File: src/sv/bls_pkg.sv
`timescale 1ns / 1ps

package bls_pkg;

    localparam int ADDR_W = 4;
    localparam int DATA_W = 32;
    localparam int BW_W   = 8;
    localparam int LAT_W  = 32;
    localparam int DUR_W  = 16;
    localparam int PRI_W  = 16;

    localparam logic [LAT_W-1:0] LAT_MAX = '1;
    localparam logic [DUR_W-1:0] DUR_MAX = '1;

    // Register indexes, taken from paddr[3:2]
    localparam logic [1:0] REG_BYTES_PER_CYCLE = 2'd0;
    localparam logic [1:0] REG_FIXED_LATENCY   = 2'd1;
    localparam logic [1:0] REG_SHARED_RW       = 2'd2;

    localparam logic [BW_W-1:0] BW_RESET = 8'd4;

    typedef struct packed {
        logic [BW_W-1:0] bytes_per_cycle;
        logic [BW_W-1:0] fixed_latency;
        logic            shared_read_write;
    } t_cfg;

    typedef enum logic [2:0] {
        S_IDLE,
        S_DIV,
        S_CALC,
        S_BASE,
        S_FIN
    } t_state;

endpackage

File: src/sv/bls_if.sv
`timescale 1ns / 1ps

interface bls_req_if #(
    parameter int STAMP_BITS = 48,
    parameter int SIZE_BITS  = 16
);
    logic                         valid;
    logic                         ready;
    logic [STAMP_BITS-1:0]        now_cycle;
    logic [SIZE_BITS-1:0]         request_size;
    logic                         write_req;
    logic [bls_pkg::PRI_W-1:0]    prior_latency;
    logic [bls_pkg::PRI_W-1:0]    prior_duration;

    modport source (
        output valid, now_cycle, request_size, write_req, prior_latency, prior_duration,
        input  ready
    );
    modport sink (
        input  valid, now_cycle, request_size, write_req, prior_latency, prior_duration,
        output ready
    );
endinterface

interface bls_rsp_if;
    logic                         valid;
    logic                         ready;
    logic [bls_pkg::LAT_W-1:0]    new_latency;
    logic [bls_pkg::DUR_W-1:0]    new_duration;

    modport source (
        output valid, new_latency, new_duration,
        input  ready
    );
    modport sink (
        input  valid, new_latency, new_duration,
        output ready
    );
endinterface

File: src/sv/bls_cfg.sv
`timescale 1ns / 1ps

module bls_cfg (
    input  logic                         i_clk,
    input  logic                         i_rst_n,
    input  logic                         psel,
    input  logic                         penable,
    input  logic                         pwrite,
    input  logic [bls_pkg::ADDR_W-1:0]   paddr,
    input  logic [bls_pkg::DATA_W-1:0]   pwdata,
    output logic [bls_pkg::DATA_W-1:0]   prdata,
    output logic                         pready,
    output bls_pkg::t_cfg                o_cfg
);

    bls_pkg::t_cfg r_cfg;
    logic          wr_en;
    logic [1:0]    reg_idx;

    assign pready  = 1'b1;
    assign wr_en   = psel & penable & pwrite;
    assign reg_idx = paddr[3:2];
    assign o_cfg   = r_cfg;

    always_ff @(posedge i_clk) begin
        if (!i_rst_n) begin
            r_cfg.bytes_per_cycle   <= bls_pkg::BW_RESET;
            r_cfg.fixed_latency     <= '0;
            r_cfg.shared_read_write <= 1'b0;
        end else if (wr_en) begin
            priority case (reg_idx)
                bls_pkg::REG_BYTES_PER_CYCLE: begin
                    r_cfg.bytes_per_cycle <= pwdata[bls_pkg::BW_W-1:0];
                end
                bls_pkg::REG_FIXED_LATENCY: begin
                    r_cfg.fixed_latency <= pwdata[bls_pkg::BW_W-1:0];
                end
                bls_pkg::REG_SHARED_RW: begin
                    r_cfg.shared_read_write <= pwdata[0];
                end
                default: begin
                end
            endcase
        end
    end

    always_comb begin
        prdata = '0;
        priority case (reg_idx)
            bls_pkg::REG_BYTES_PER_CYCLE: begin
                prdata[bls_pkg::BW_W-1:0] = r_cfg.bytes_per_cycle;
            end
            bls_pkg::REG_FIXED_LATENCY: begin
                prdata[bls_pkg::BW_W-1:0] = r_cfg.fixed_latency;
            end
            bls_pkg::REG_SHARED_RW: begin
                prdata[0] = r_cfg.shared_read_write;
            end
            default: begin
            end
        endcase
    end

endmodule

File: src/sv/bls_div.sv
`timescale 1ns / 1ps

// Restoring divider, one quotient bit per cycle, rounding up.
module bls_div #(
    parameter int SIZE_BITS = 16
) (
    input  logic                       i_clk,
    input  logic                       i_rst_n,
    input  logic                       i_start,
    input  logic [SIZE_BITS-1:0]       i_dividend,
    input  logic [bls_pkg::BW_W-1:0]   i_divisor,
    output logic                       o_done,
    output logic [SIZE_BITS-1:0]       o_burst
);

    localparam int CW = $clog2(SIZE_BITS + 1);

    logic                       r_busy;
    logic                       r_done;
    logic [CW-1:0]              r_cnt;
    logic [SIZE_BITS-1:0]       r_dvd;
    logic [SIZE_BITS-1:0]       r_quo;
    logic [bls_pkg::BW_W-1:0]   r_rem;
    logic [bls_pkg::BW_W:0]     trial;
    logic [bls_pkg::BW_W:0]     diff;
    logic                       fits;

    assign trial = {r_rem, r_dvd[SIZE_BITS-1]};
    assign diff  = trial - {1'b0, i_divisor};
    assign fits  = trial >= {1'b0, i_divisor};

    always_ff @(posedge i_clk) begin
        if (!i_rst_n) begin
            r_busy <= 1'b0;
            r_done <= 1'b0;
            r_cnt  <= '0;
        end else begin
            r_done <= 1'b0;
            if (i_start) begin
                r_busy <= 1'b1;
                r_cnt  <= CW'(SIZE_BITS);
            end else if (r_busy) begin
                r_cnt <= r_cnt - 1'b1;
                if (r_cnt == CW'(1)) begin
                    r_busy <= 1'b0;
                    r_done <= 1'b1;
                end
            end
        end
    end

    always_ff @(posedge i_clk) begin
        if (i_start) begin
            r_dvd <= i_dividend;
            r_rem <= '0;
            r_quo <= '0;
        end else if (r_busy) begin
            r_dvd <= {r_dvd[SIZE_BITS-2:0], 1'b0};
            r_rem <= fits ? diff[bls_pkg::BW_W-1:0] : trial[bls_pkg::BW_W-1:0];
            r_quo <= {r_quo[SIZE_BITS-2:0], fits};
        end
    end

    // Round up on a nonzero remainder; with a nonzero divisor this cannot overflow, since divisor > 1 then.
    assign o_done  = r_done;
    assign o_burst = r_quo + SIZE_BITS'(r_rem != '0);

endmodule

File: src/sv/bandwidth_latency_shaper.sv
`timescale 1ns / 1ps
// Flow: a request is taken in S_IDLE; with shaping on, the serial divider (one quotient bit
// per cycle) works out the burst in S_DIV, then S_CALC, S_BASE and S_FIN follow; with
// bytes_per_cycle zero, S_DIV goes straight on to S_BASE and S_FIN. Requests are taken one
// at a time; the next is taken once the previous result sits in the output register, and
// S_FIN holds while that register still holds a result that the sink has not taken.
// Reset (synchronous, active low): both free stamps cleared, registers to defaults.
module bandwidth_latency_shaper #(
    parameter int STAMP_BITS = 48,
    parameter int SIZE_BITS  = 16
) (
    input  logic                         i_clk,
    input  logic                         i_rst_n,
    bls_req_if.sink                      i_req,
    bls_rsp_if.source                    o_rsp,
    input  logic                         psel,
    input  logic                         penable,
    input  logic                         pwrite,
    input  logic [bls_pkg::ADDR_W-1:0]   paddr,
    input  logic [bls_pkg::DATA_W-1:0]   pwdata,
    output logic [bls_pkg::DATA_W-1:0]   prdata,
    output logic                         pready
);

    localparam int SW = STAMP_BITS;
    localparam int ZW = SIZE_BITS;
    localparam int EW = ((SW > bls_pkg::LAT_W) ? SW : bls_pkg::LAT_W) + 1;
    localparam int AW = ((SW > ZW) ? SW : ZW) + 1;
    localparam int DW = (ZW > bls_pkg::DUR_W) ? ZW : bls_pkg::DUR_W;
    localparam logic [SW-1:0] STAMP_MAX = '1;

    bls_pkg::t_cfg   cfg;
    bls_pkg::t_state r_state;
    bls_pkg::t_state n_state;

    logic [SW-1:0]              r_now;
    logic [ZW-1:0]              r_size;
    logic                       r_wr;
    logic [bls_pkg::PRI_W-1:0]  r_plat;
    logic [bls_pkg::PRI_W-1:0]  r_pdur;
    logic [SW-1:0]              r_rd_stamp;
    logic [SW-1:0]              r_wr_stamp;
    logic                       r_gt;
    logic [SW-1:0]              r_diff;
    logic [SW-1:0]              r_start;
    logic [SW-1:0]              r_base;
    logic [SW-1:0]              r_next_stamp;
    logic                       r_out_valid;
    logic [bls_pkg::LAT_W-1:0]  r_lat;
    logic [bls_pkg::DUR_W-1:0]  r_dur;
    logic                       r_div_kick;

    logic                       enabled;
    logic                       use_wr;
    logic [SW-1:0]              cur_stamp;
    logic [SW:0]                sub;
    logic [AW-1:0]              stamp_sum;
    logic [EW-1:0]              lat_sum;
    logic [DW-1:0]              dur_max;
    logic [ZW-1:0]              burst;
    logic                       div_done;
    logic                       div_start;
    logic                       req_ready;
    logic                       load_out;
    logic                       accept;

    bls_cfg u_cfg (
        .i_clk   (i_clk),
        .i_rst_n (i_rst_n),
        .psel    (psel),
        .penable (penable),
        .pwrite  (pwrite),
        .paddr   (paddr),
        .pwdata  (pwdata),
        .prdata  (prdata),
        .pready  (pready),
        .o_cfg   (cfg)
    );

    bls_div #(
        .SIZE_BITS (ZW)
    ) u_div (
        .i_clk      (i_clk),
        .i_rst_n    (i_rst_n),
        .i_start    (div_start),
        .i_dividend (r_size),
        .i_divisor  (cfg.bytes_per_cycle),
        .o_done     (div_done),
        .o_burst    (burst)
    );

    assign enabled   = cfg.bytes_per_cycle != '0;
    assign use_wr    = r_wr | cfg.shared_read_write;
    assign cur_stamp = use_wr ? r_wr_stamp : r_rd_stamp;
    assign accept    = i_req.valid & req_ready;

    // Next state
    always_comb begin
        n_state = r_state;
        unique case (r_state)
            bls_pkg::S_IDLE: begin
                if (i_req.valid) begin
                    n_state = bls_pkg::S_DIV;
                end
            end
            bls_pkg::S_DIV: begin
                if (!enabled) begin
                    n_state = bls_pkg::S_BASE;
                end else if (div_done) begin
                    n_state = bls_pkg::S_CALC;
                end
            end
            bls_pkg::S_CALC: n_state = bls_pkg::S_BASE;
            bls_pkg::S_BASE: n_state = bls_pkg::S_FIN;
            bls_pkg::S_FIN: begin
                if (!r_out_valid || o_rsp.ready) begin
                    n_state = bls_pkg::S_IDLE;
                end
            end
            default: n_state = bls_pkg::S_IDLE;
        endcase
    end

    // Control outputs
    always_comb begin
        req_ready = 1'b0;
        div_start = 1'b0;
        load_out  = 1'b0;
        unique case (r_state)
            bls_pkg::S_IDLE: req_ready = i_rst_n;
            bls_pkg::S_FIN:  load_out  = !r_out_valid || o_rsp.ready;
            default: begin
            end
        endcase
        // Start the divider on the first cycle after the request lands
        div_start = r_div_kick & enabled;
    end

    always_ff @(posedge i_clk) begin
        if (!i_rst_n) begin
            r_state     <= bls_pkg::S_IDLE;
            r_rd_stamp  <= '0;
            r_wr_stamp  <= '0;
            r_out_valid <= 1'b0;
            r_div_kick  <= 1'b0;
        end else begin
            r_state    <= n_state;
            r_div_kick <= accept;
            if (load_out) begin
                r_out_valid <= 1'b1;
            end else if (o_rsp.ready) begin
                r_out_valid <= 1'b0;
            end
            if (load_out && enabled) begin
                if (use_wr) begin
                    r_wr_stamp <= r_next_stamp;
                end else begin
                    r_rd_stamp <= r_next_stamp;
                end
            end
        end
    end

    assign sub       = {1'b0, cur_stamp} - {1'b0, r_now};
    assign stamp_sum = AW'(r_start) + AW'(burst);
    assign lat_sum   = EW'(r_base) + EW'(cfg.fixed_latency);
    assign dur_max   = (DW'(burst) > DW'(r_pdur)) ? DW'(burst) : DW'(r_pdur);

    always_ff @(posedge i_clk) begin
        if (accept) begin
            r_now  <= i_req.now_cycle;
            r_size <= i_req.request_size;
            r_wr   <= i_req.write_req;
            r_plat <= i_req.prior_latency;
            r_pdur <= i_req.prior_duration;
        end
        if (r_state == bls_pkg::S_CALC) begin
            // No borrow and nonzero difference: timeline still busy
            r_gt    <= !sub[SW] && (sub[SW-1:0] != '0);
            r_diff  <= sub[SW-1:0];
            r_start <= sub[SW] ? r_now : cur_stamp;
        end
        if (r_state == bls_pkg::S_BASE) begin
            if (enabled && r_gt && r_diff > SW'(r_plat)) begin
                r_base <= r_diff;
            end else begin
                r_base <= SW'(r_plat);
            end
            r_next_stamp <= (stamp_sum > AW'(STAMP_MAX)) ? STAMP_MAX : stamp_sum[SW-1:0];
        end
        if (load_out) begin
            r_lat <= (lat_sum > EW'(bls_pkg::LAT_MAX)) ? bls_pkg::LAT_MAX
                                                        : lat_sum[bls_pkg::LAT_W-1:0];
            if (!enabled) begin
                r_dur <= r_pdur;
            end else if (dur_max > DW'(bls_pkg::DUR_MAX)) begin
                r_dur <= bls_pkg::DUR_MAX;
            end else begin
                r_dur <= dur_max[bls_pkg::DUR_W-1:0];
            end
        end
    end

    assign i_req.ready        = req_ready;
    assign o_rsp.valid        = r_out_valid;
    assign o_rsp.new_latency  = r_lat;
    assign o_rsp.new_duration = r_dur;

endmodule

File: src/flat_wrapper.sv
// flat-port wrapper written by rule: the top's interface ports become plain ports
module bandwidth_latency_shaper_flat 
#(
    parameter int STAMP_BITS = 48,
    parameter int SIZE_BITS  = 16
)
  (i_clk, i_rst_n, psel, penable, pwrite, paddr, pwdata, prdata, pready, i_req_valid, i_req_now_cycle, i_req_request_size, i_req_write_req, i_req_prior_latency, i_req_prior_duration, i_req_ready, o_rsp_valid, o_rsp_new_latency, o_rsp_new_duration, o_rsp_ready);
  bls_req_if #(.STAMP_BITS(STAMP_BITS), .SIZE_BITS(SIZE_BITS)) i_req_i ();
  bls_rsp_if o_rsp_i ();
  input  logic i_clk;
  input  logic i_rst_n;
  input  logic psel;
  input  logic penable;
  input  logic pwrite;
  input  logic [bls_pkg::ADDR_W-1:0] paddr;
  input  logic [bls_pkg::DATA_W-1:0] pwdata;
  output logic [bls_pkg::DATA_W-1:0] prdata;
  output logic pready;
  input wire logic [$bits(i_req_i.valid)-1:0] i_req_valid;
  input wire logic [$bits(i_req_i.now_cycle)-1:0] i_req_now_cycle;
  input wire logic [$bits(i_req_i.request_size)-1:0] i_req_request_size;
  input wire logic [$bits(i_req_i.write_req)-1:0] i_req_write_req;
  input wire logic [$bits(i_req_i.prior_latency)-1:0] i_req_prior_latency;
  input wire logic [$bits(i_req_i.prior_duration)-1:0] i_req_prior_duration;
  output wire logic [$bits(i_req_i.ready)-1:0] i_req_ready;
  output wire logic [$bits(o_rsp_i.valid)-1:0] o_rsp_valid;
  output wire logic [$bits(o_rsp_i.new_latency)-1:0] o_rsp_new_latency;
  output wire logic [$bits(o_rsp_i.new_duration)-1:0] o_rsp_new_duration;
  input wire logic [$bits(o_rsp_i.ready)-1:0] o_rsp_ready;
  assign i_req_i.valid = i_req_valid;
  assign i_req_i.now_cycle = i_req_now_cycle;
  assign i_req_i.request_size = i_req_request_size;
  assign i_req_i.write_req = i_req_write_req;
  assign i_req_i.prior_latency = i_req_prior_latency;
  assign i_req_i.prior_duration = i_req_prior_duration;
  assign i_req_ready = i_req_i.ready;
  assign o_rsp_valid = o_rsp_i.valid;
  assign o_rsp_new_latency = o_rsp_i.new_latency;
  assign o_rsp_new_duration = o_rsp_i.new_duration;
  assign o_rsp_i.ready = o_rsp_ready;
  bandwidth_latency_shaper #(.STAMP_BITS(STAMP_BITS), .SIZE_BITS(SIZE_BITS)) u_core (.i_clk(i_clk), .i_rst_n(i_rst_n), .i_req(i_req_i), .o_rsp(o_rsp_i), .psel(psel), .penable(penable), .pwrite(pwrite), .paddr(paddr), .pwdata(pwdata), .prdata(prdata), .pready(pready));
endmodule
File: config.mk
export PLATFORM = sky130hd
export DESIGN_NAME = bandwidth_latency_shaper_flat
export DESIGN_NICKNAME = d
export VERILOG_FILES = /design/src/sv/bls_pkg.sv /design/src/sv/bls_if.sv /design/src/sv/bls_cfg.sv /design/src/sv/bls_div.sv /design/src/sv/bandwidth_latency_shaper.sv /design/src/flat_wrapper.sv
export SDC_FILE = /design/constraint.sdc
export NUM_CORES = 1
export LEC_CHECK = 0
export ABC_CLOCK_PERIOD_IN_PS = 13300
export BUFFER_PORTS_ARGS = -buffer_cell sky130_fd_sc_hd__clkbuf_2
export CORE_MARGIN = 3
export CORE_UTILIZATION = 50
export DETAILED_ROUTE_END_ITERATION = 10
export PLACE_DENSITY = 0.74
export SYNTH_ARGS = -nofsm -noshare
export SYNTH_HDL_FRONTEND = slang
export SYNTH_SLANG_ARGS = --single-unit
File: constraint.sdc
create_clock -name i_clk -period 13.3 [get_ports i_clk]
set_input_delay 2.66 -clock i_clk [delete_from_list [all_inputs] [get_ports i_clk]]
set_output_delay 2.66 -clock i_clk [all_outputs]
set_load 0.02 [all_outputs]
Word level (Yosys, flattened, before mapping):

Index checks and enable logic that the tools add are counted.

* flip-flop bits (word level): 503
* output and inout bits: 83

* $add $sub $neg: 6
* order comparisons: 6
* equal/unequal tests: 10
* multiplexer cells: 26
* bitwise logic cells: 8
* reduce and logical (&&, ||, !) cells: 22

Operators with widths (number)
* $mux W16: 6
* $mux W48: 2
* $add A48 B16 Y49: 1
* $add A48 B8 Y49: 1
* $gt A49 B32 Y1 const B: 1
* $gt A49 B48 Y1 const B: 1
* $sub A48 B48 Y49: 1
* $gt A48 B16 Y1: 1
* $reduce_bool A48 Y1: 1
* $add A16 B1 Y16: 1
* $gt A16 B16 Y1: 1
* $gt A16 B16 Y1 const B: 1
* $reduce_bool A8 Y1: 2
* $pmux W3 S5: 1
* $pmux W7 S2: 1
* $mux W3: 4
* $mux W5: 2
* $reduce_and A2 Y1: 5
* $ge A9 B8 Y1: 1
* $mux W1: 8
* $mux W8: 1
* $sub A8 B8 Y8: 1
* $eq A3 B2 Y1 const B: 2
* $eq A5 B1 Y1 const B: 1
* 21 further kinds: 31

Depth between registers and ports, before layout:

* depth in word-level cells: 7
* gate-level depth with buffers: 20
* depth with buffers taken out: 19

By module:

From an unflattened synthesis, not the netlist that was laid out.

* cell total of the unflattened synthesis: 2468
* area, all modules: 26366.5 µm²

Modules (own cells, without submodules)
* bandwidth_latency_shaper: times used 1, cells an instance 2106, area each 22844.4 µm², seq. area each 12171.7 µm²
* bls_div: times used 1, cells an instance 247, area each 2513.7 µm², seq. area each 1101.1 µm²
* bls_cfg: times used 1, cells an instance 115, area each 1008.5 µm², seq. area each 340.3 µm²

Worst setup path before layout:

Ideal clock, no wire load.

* path kind: input -> register
* start: in o_rsp_ready
* end: reg u_core.r_rd_stamp[27]
* setup time: 0.076 ns
* arrival: 9.002 ns
* data required time: 13.224 ns
* setup slack: 4.222 ns
* stages on the path: 8
* buffers on the path: 2
* cell sequence: nor2b_1 -> nor4_1 -> nand2_1 -> nor3_1 -> clkbuf_1 -> buf_1 -> nand2_1 -> a21boi_0

* cells in the longest elaborated chain, start to end: 4

RTL lines
* start: declaration: RTL line flat_wrapper.sv:29 `input wire logic [$bits(o_rsp_i.ready)-1:0] o_rsp_ready;`
* $logic_or A1 B1 Y1: RTL line bandwidth_latency_shaper.sv:131 `bls_pkg::S_FIN: load_out = !r_out_valid || o_rsp.ready;`
* $mux W1: RTL line bandwidth_latency_shaper.sv:129 `unique case (r_state)`
* via u_core.load_out: RTL line bandwidth_latency_shaper.sv:64 `logic load_out;`
* $logic_and A1 B1 Y1: RTL line bandwidth_latency_shaper.sv:154 `if (load_out && enabled) begin`
* $reduce_and A2 Y1 (no source line)
* end signal: assignment: RTL line bandwidth_latency_shaper.sv:158 `r_rd_stamp <= r_next_stamp;`
* end: declaration: RTL line bandwidth_latency_shaper.sv:41 `logic [SW-1:0] r_rd_stamp;`

The timed path passes the listed nets, and every way through them passes these cells.
A chain may end at the register's enable or synchronous reset.

Worst setup path after layout:

* start: reg u_core.r_wr
* end: reg u_core.r_start[28] (data pin)

* cells in the longest elaborated chain, start to end: 4

RTL lines
* start: declaration: RTL line bandwidth_latency_shaper.sv:38 `logic r_wr;`
* start signal: assignment: RTL line bandwidth_latency_shaper.sv:173 `r_wr <= i_req.write_req;`
* $or A1 B1 Y1 *: RTL line bandwidth_latency_shaper.sv:93 `assign use_wr = r_wr | cfg.shared_read_write;`
* $mux W48 *: RTL line bandwidth_latency_shaper.sv:94 `assign cur_stamp = use_wr ? r_wr_stamp : r_rd_stamp;`
* $sub A48 B48 Y49: RTL line bandwidth_latency_shaper.sv:164 `assign sub = {1'b0, cur_stamp} - {1'b0, r_now};`
* $mux W48 *: RTL line bandwidth_latency_shaper.sv:181 `r_start <= sub[SW] ? r_now : cur_stamp;`
* end signal: assignment: RTL line bandwidth_latency_shaper.sv:181
* end: declaration: RTL line bandwidth_latency_shaper.sv:45 `logic [SW-1:0] r_start;`

Every way passes the cells marked *; elsewhere a longest branch is shown, timed or not.

==> metrics.txt <==
Final Skew 28.47 ps; Top FF cell, synth edfxtp_1; final cycle utilization of the critical path 50.41%; Area growth syn-to-layout 12.22%; Int Pwr 0.002802 W; slew margin rel. 30.55%; antenna-violating nets left 0; TritonCTS clock tree built; Cell variety after synth 83; CTS Buf Count 52; Post-CTS Resized 0; CP max FO 30; worst path required time 13,620 ps; cells after synthesis 2,438; GR Util All Layers 22.57%; Sink Count 503; pin count of the biggest net entering global routing 102; number of synthesized flops with an enable pin 354; DR DRC count 0; crit-path cells nor2_4 > buf_4 > mux2_2 > ha_1 > a21oi_1 > o21ai_0 > or2_1 > o22a_1 > o211ai_1 > nand3_1 > a21oi_1 > o21ai_1 > a21o_1 > a21oi_4 > buf_4 > mux2_1; Yosys reg bits 503; pre-CTS WS 6742 ps; RSZ-0062 raised after global routing no; core area 50,680 um^2; Initial DRC Count 1,431; switching share of power 24.99%; CP Capture Type register; final setup vio count 0; CTS H-tree lvls 2; Die ar. 54,610 um^2; clk_lat worst skew 600 ps; worst vdd ir 0.00009873 V; Async SR Flop Fraction 0%; post-synth top area cell edfxtp_1; Worst-Margin Slew 1042 ps; Row Count 82; hold path start u_core.r_wr_stamp[35]; Max clock buf depth 3; wire length per cell 19.11 um; CP peak stage delay 790 ps; Via Count 18,630; Final WS setup 6596 ps; combinational power share 11.5%; slowest stage cell, crit path a21oi_4; DP HPWL 45.36 mm; Leak Pwr 11.30 nW; Clk pin slew, worst setup/hold paths 60 ps; hold path depth 2; status finished clean; Final Hold Fails 0; fin util 57.40%; NetSw 0.0009335 W; 1st-pass router iterations 5; maxcap violations 0; Top delay family on crit path compound AO/OA/AOI/OAI gates; setup slack, reg-to-reg 6600 ps; routed wire length 63.15 mm; met1 usage 30.40%; clock power share 39.9%; synth top area cells edfxtp_1, dfxtp_1, nand2_1, ha_1, mux2_2; fraction of layout cells with a size suffix above 1 14.30%; chip height 233.7 um; Routability Congestion 0.9572; count leader, synth nand2_1; CP startpoint kind register; port bufs 171; Fin Setup TNS 0 ps; register area share after synthesis 52.51%; Worst R2R Path Depth 16; Max Slew Vio Count 0; GRT Max-Usage Layer met2; gr ovfl total 0; initial core utilization 51.15%; I/O pin cnt 223; WHS Endpoint u_core.r_wr_stamp[35]; Reg2Reg Launch Point u_core.r_wr; average size of a mapped cell 10.63 um^2; hold buffers post-CTS 0; Post-CTS Setup Repair Bufs 0; Flop pwr share 48.6%; top cells by count, synth nand2_1, edfxtp_1, dfxtp_1; GR Util met2 36.67%; synth warn 0; Cell Area, Synth 25,920 um^2; Min Clock Period, post-route 6704 ps; Root Driver clkbuf_16; PD cells 128.4 nW/um^2; top-area cell type share of the netlist area 41.01%; R2R Path End u_core.r_start[28]; die width 233.7 um; met3 Usage GRT 4.378%; Tot Pwr 0.003736 W; worst setup path class register to register; vias in the first global route 18,340; first-pass GRT wire length 97.46 mm; crit path DAT 7030 ps; worst min path class register to register; post-DR vias/cell 5.637; initial antenna violation count 2; WP buf/inv 2; nets@finish 2,847; fmax 149.2 MHz
[cell usage in the layout, fill, tap and decap left out, drive strengths merged, types with 15 or more instances in the layout]
| cell type | count |
|---|---|
| clkinv | 20 |
| o21ai | 63 |
| nand4 | 38 |
| mux2i | 51 |
| edfxtp | 354 |
| nor2 | 121 |
| and3 | 33 |
| nand3 | 45 |
| clkbuf | 234 |
| inv | 130 |
| xor2 | 61 |
| and2 | 46 |
| mux2 | 126 |
| a21oi | 97 |
| a21boi | 104 |
| ha | 116 |
| o21a | 16 |
| nor4 | 25 |
| a211oi | 15 |
| nor3 | 42 |
| a21o | 25 |
| dfxtp | 149 |
| or3 | 15 |
| nand2b | 16 |
| xnor2 | 65 |
| nor2b | 38 |
| buf | 19 |
| conb | 25 |
| nand2 | 421 |
[cell families (layout without fill, tap and decap cells)]
| kind of cell | after synthesis | count (layout) | synth area share [%] |
|---|---|---|---|
| AND/OR/NAND/NOR | 867 | 867 | 15.57 |
| flip-flops | 503 | 503 | 52.51 |
| AO/OA/AOI/OAI | 398 | 398 | 10.28 |
| buffers and inverters | 245 | 414 | 3.997 |
| multiplexers | 177 | 177 | 7.443 |
| XOR/XNOR | 126 | 126 | 4.257 |
| adder cells (fa/ha/maj) | 120 | 120 | 5.908 |
| other | 2 | 27 | 0.02897 |
[registers in the layout, summed over array words and instances, names as in the netlist, 17 cells and up]
signal                    flops
u_core.r_diff                48
u_core.r_rd_stamp            48
u_core.r_start               48
u_core.r_now                 48
u_core.r_base                48
u_core.u_cfg.o_cfg           17
u_core.r_wr_stamp            48
u_core.o_rsp.new_latency     32
u_core.r_next_stamp          48
[stage by stage]
step / hold WS [ps] / cells / area [um^2]
after global routing: 485.5 / 3304 / 29090
after global placement: 449.1 / 3205 / 27340
after floorplan: 440.0 / 2461 / 26010
after CTS: 466.9 / 3302 / 29090
after detailed placement: 458.1 / 3205 / 27340
final: 464.0 / 3304 / 29090
[worst max path at each step]
stage	from	endpoint	cells after the start
floorplan	o_rsp_ready	u_core.r_rd_stamp[27]	8
global placement	u_core.r_wr	u_core.r_start[40]	16
detailed placement	u_core.r_wr	u_core.r_start[23]	16
CTS	u_core.r_wr	u_core.r_start[25]	16
global route	u_core.r_wr	u_core.r_start[28]	16
finish	u_core.r_wr	u_core.r_start[28]	16
[cell type report]
class,count,area [um^2]
Timing Repair Buffer,190,998.5
Clock buffer,63,1363
Clock inverter,34,379.1
Tap cell,672,840.8
Fill cell,4260,21590
Antenna cell,2,5.005
Inverter,127,476.7
Multi-Input combinational cell,1713,11410
Sequential cell,503,13610
[worst register-to-register path: cells and delay by family, from the launching register on]
| family | cells | cell delay [ps] |
|---|---|---|
| AOI/OAI and AO/OA | 8 | 2580 |
| muxes | 2 | 850 |
| buffers and inverters | 2 | 1070 |
| DFF | 1 | 490 |
| and+or+nand+nor | 3 | 1100 |
| adders and majority gates | 1 | 350 |
[per-layer routing]
metal,vias to the layer above,share of wire [%]
met5,-,0
met4,0,2.7
met3,116,6.9
met2,587,47
met1,9000,43
li1,8922,-
[power groups by stage]
stage	Clock, W	Combinational, W	Sequential, W
global route	0.00158	0.000483	0.00182
detailed placement	0	0.000422	0.00185
CTS	0.00152	0.000429	0.00182
global placement	0	0.000409	0.00185
floorplan	0	0.000317	0.00183
finish	0.00149	0.000429	0.00182
Power figures use the tool's default switching activity.
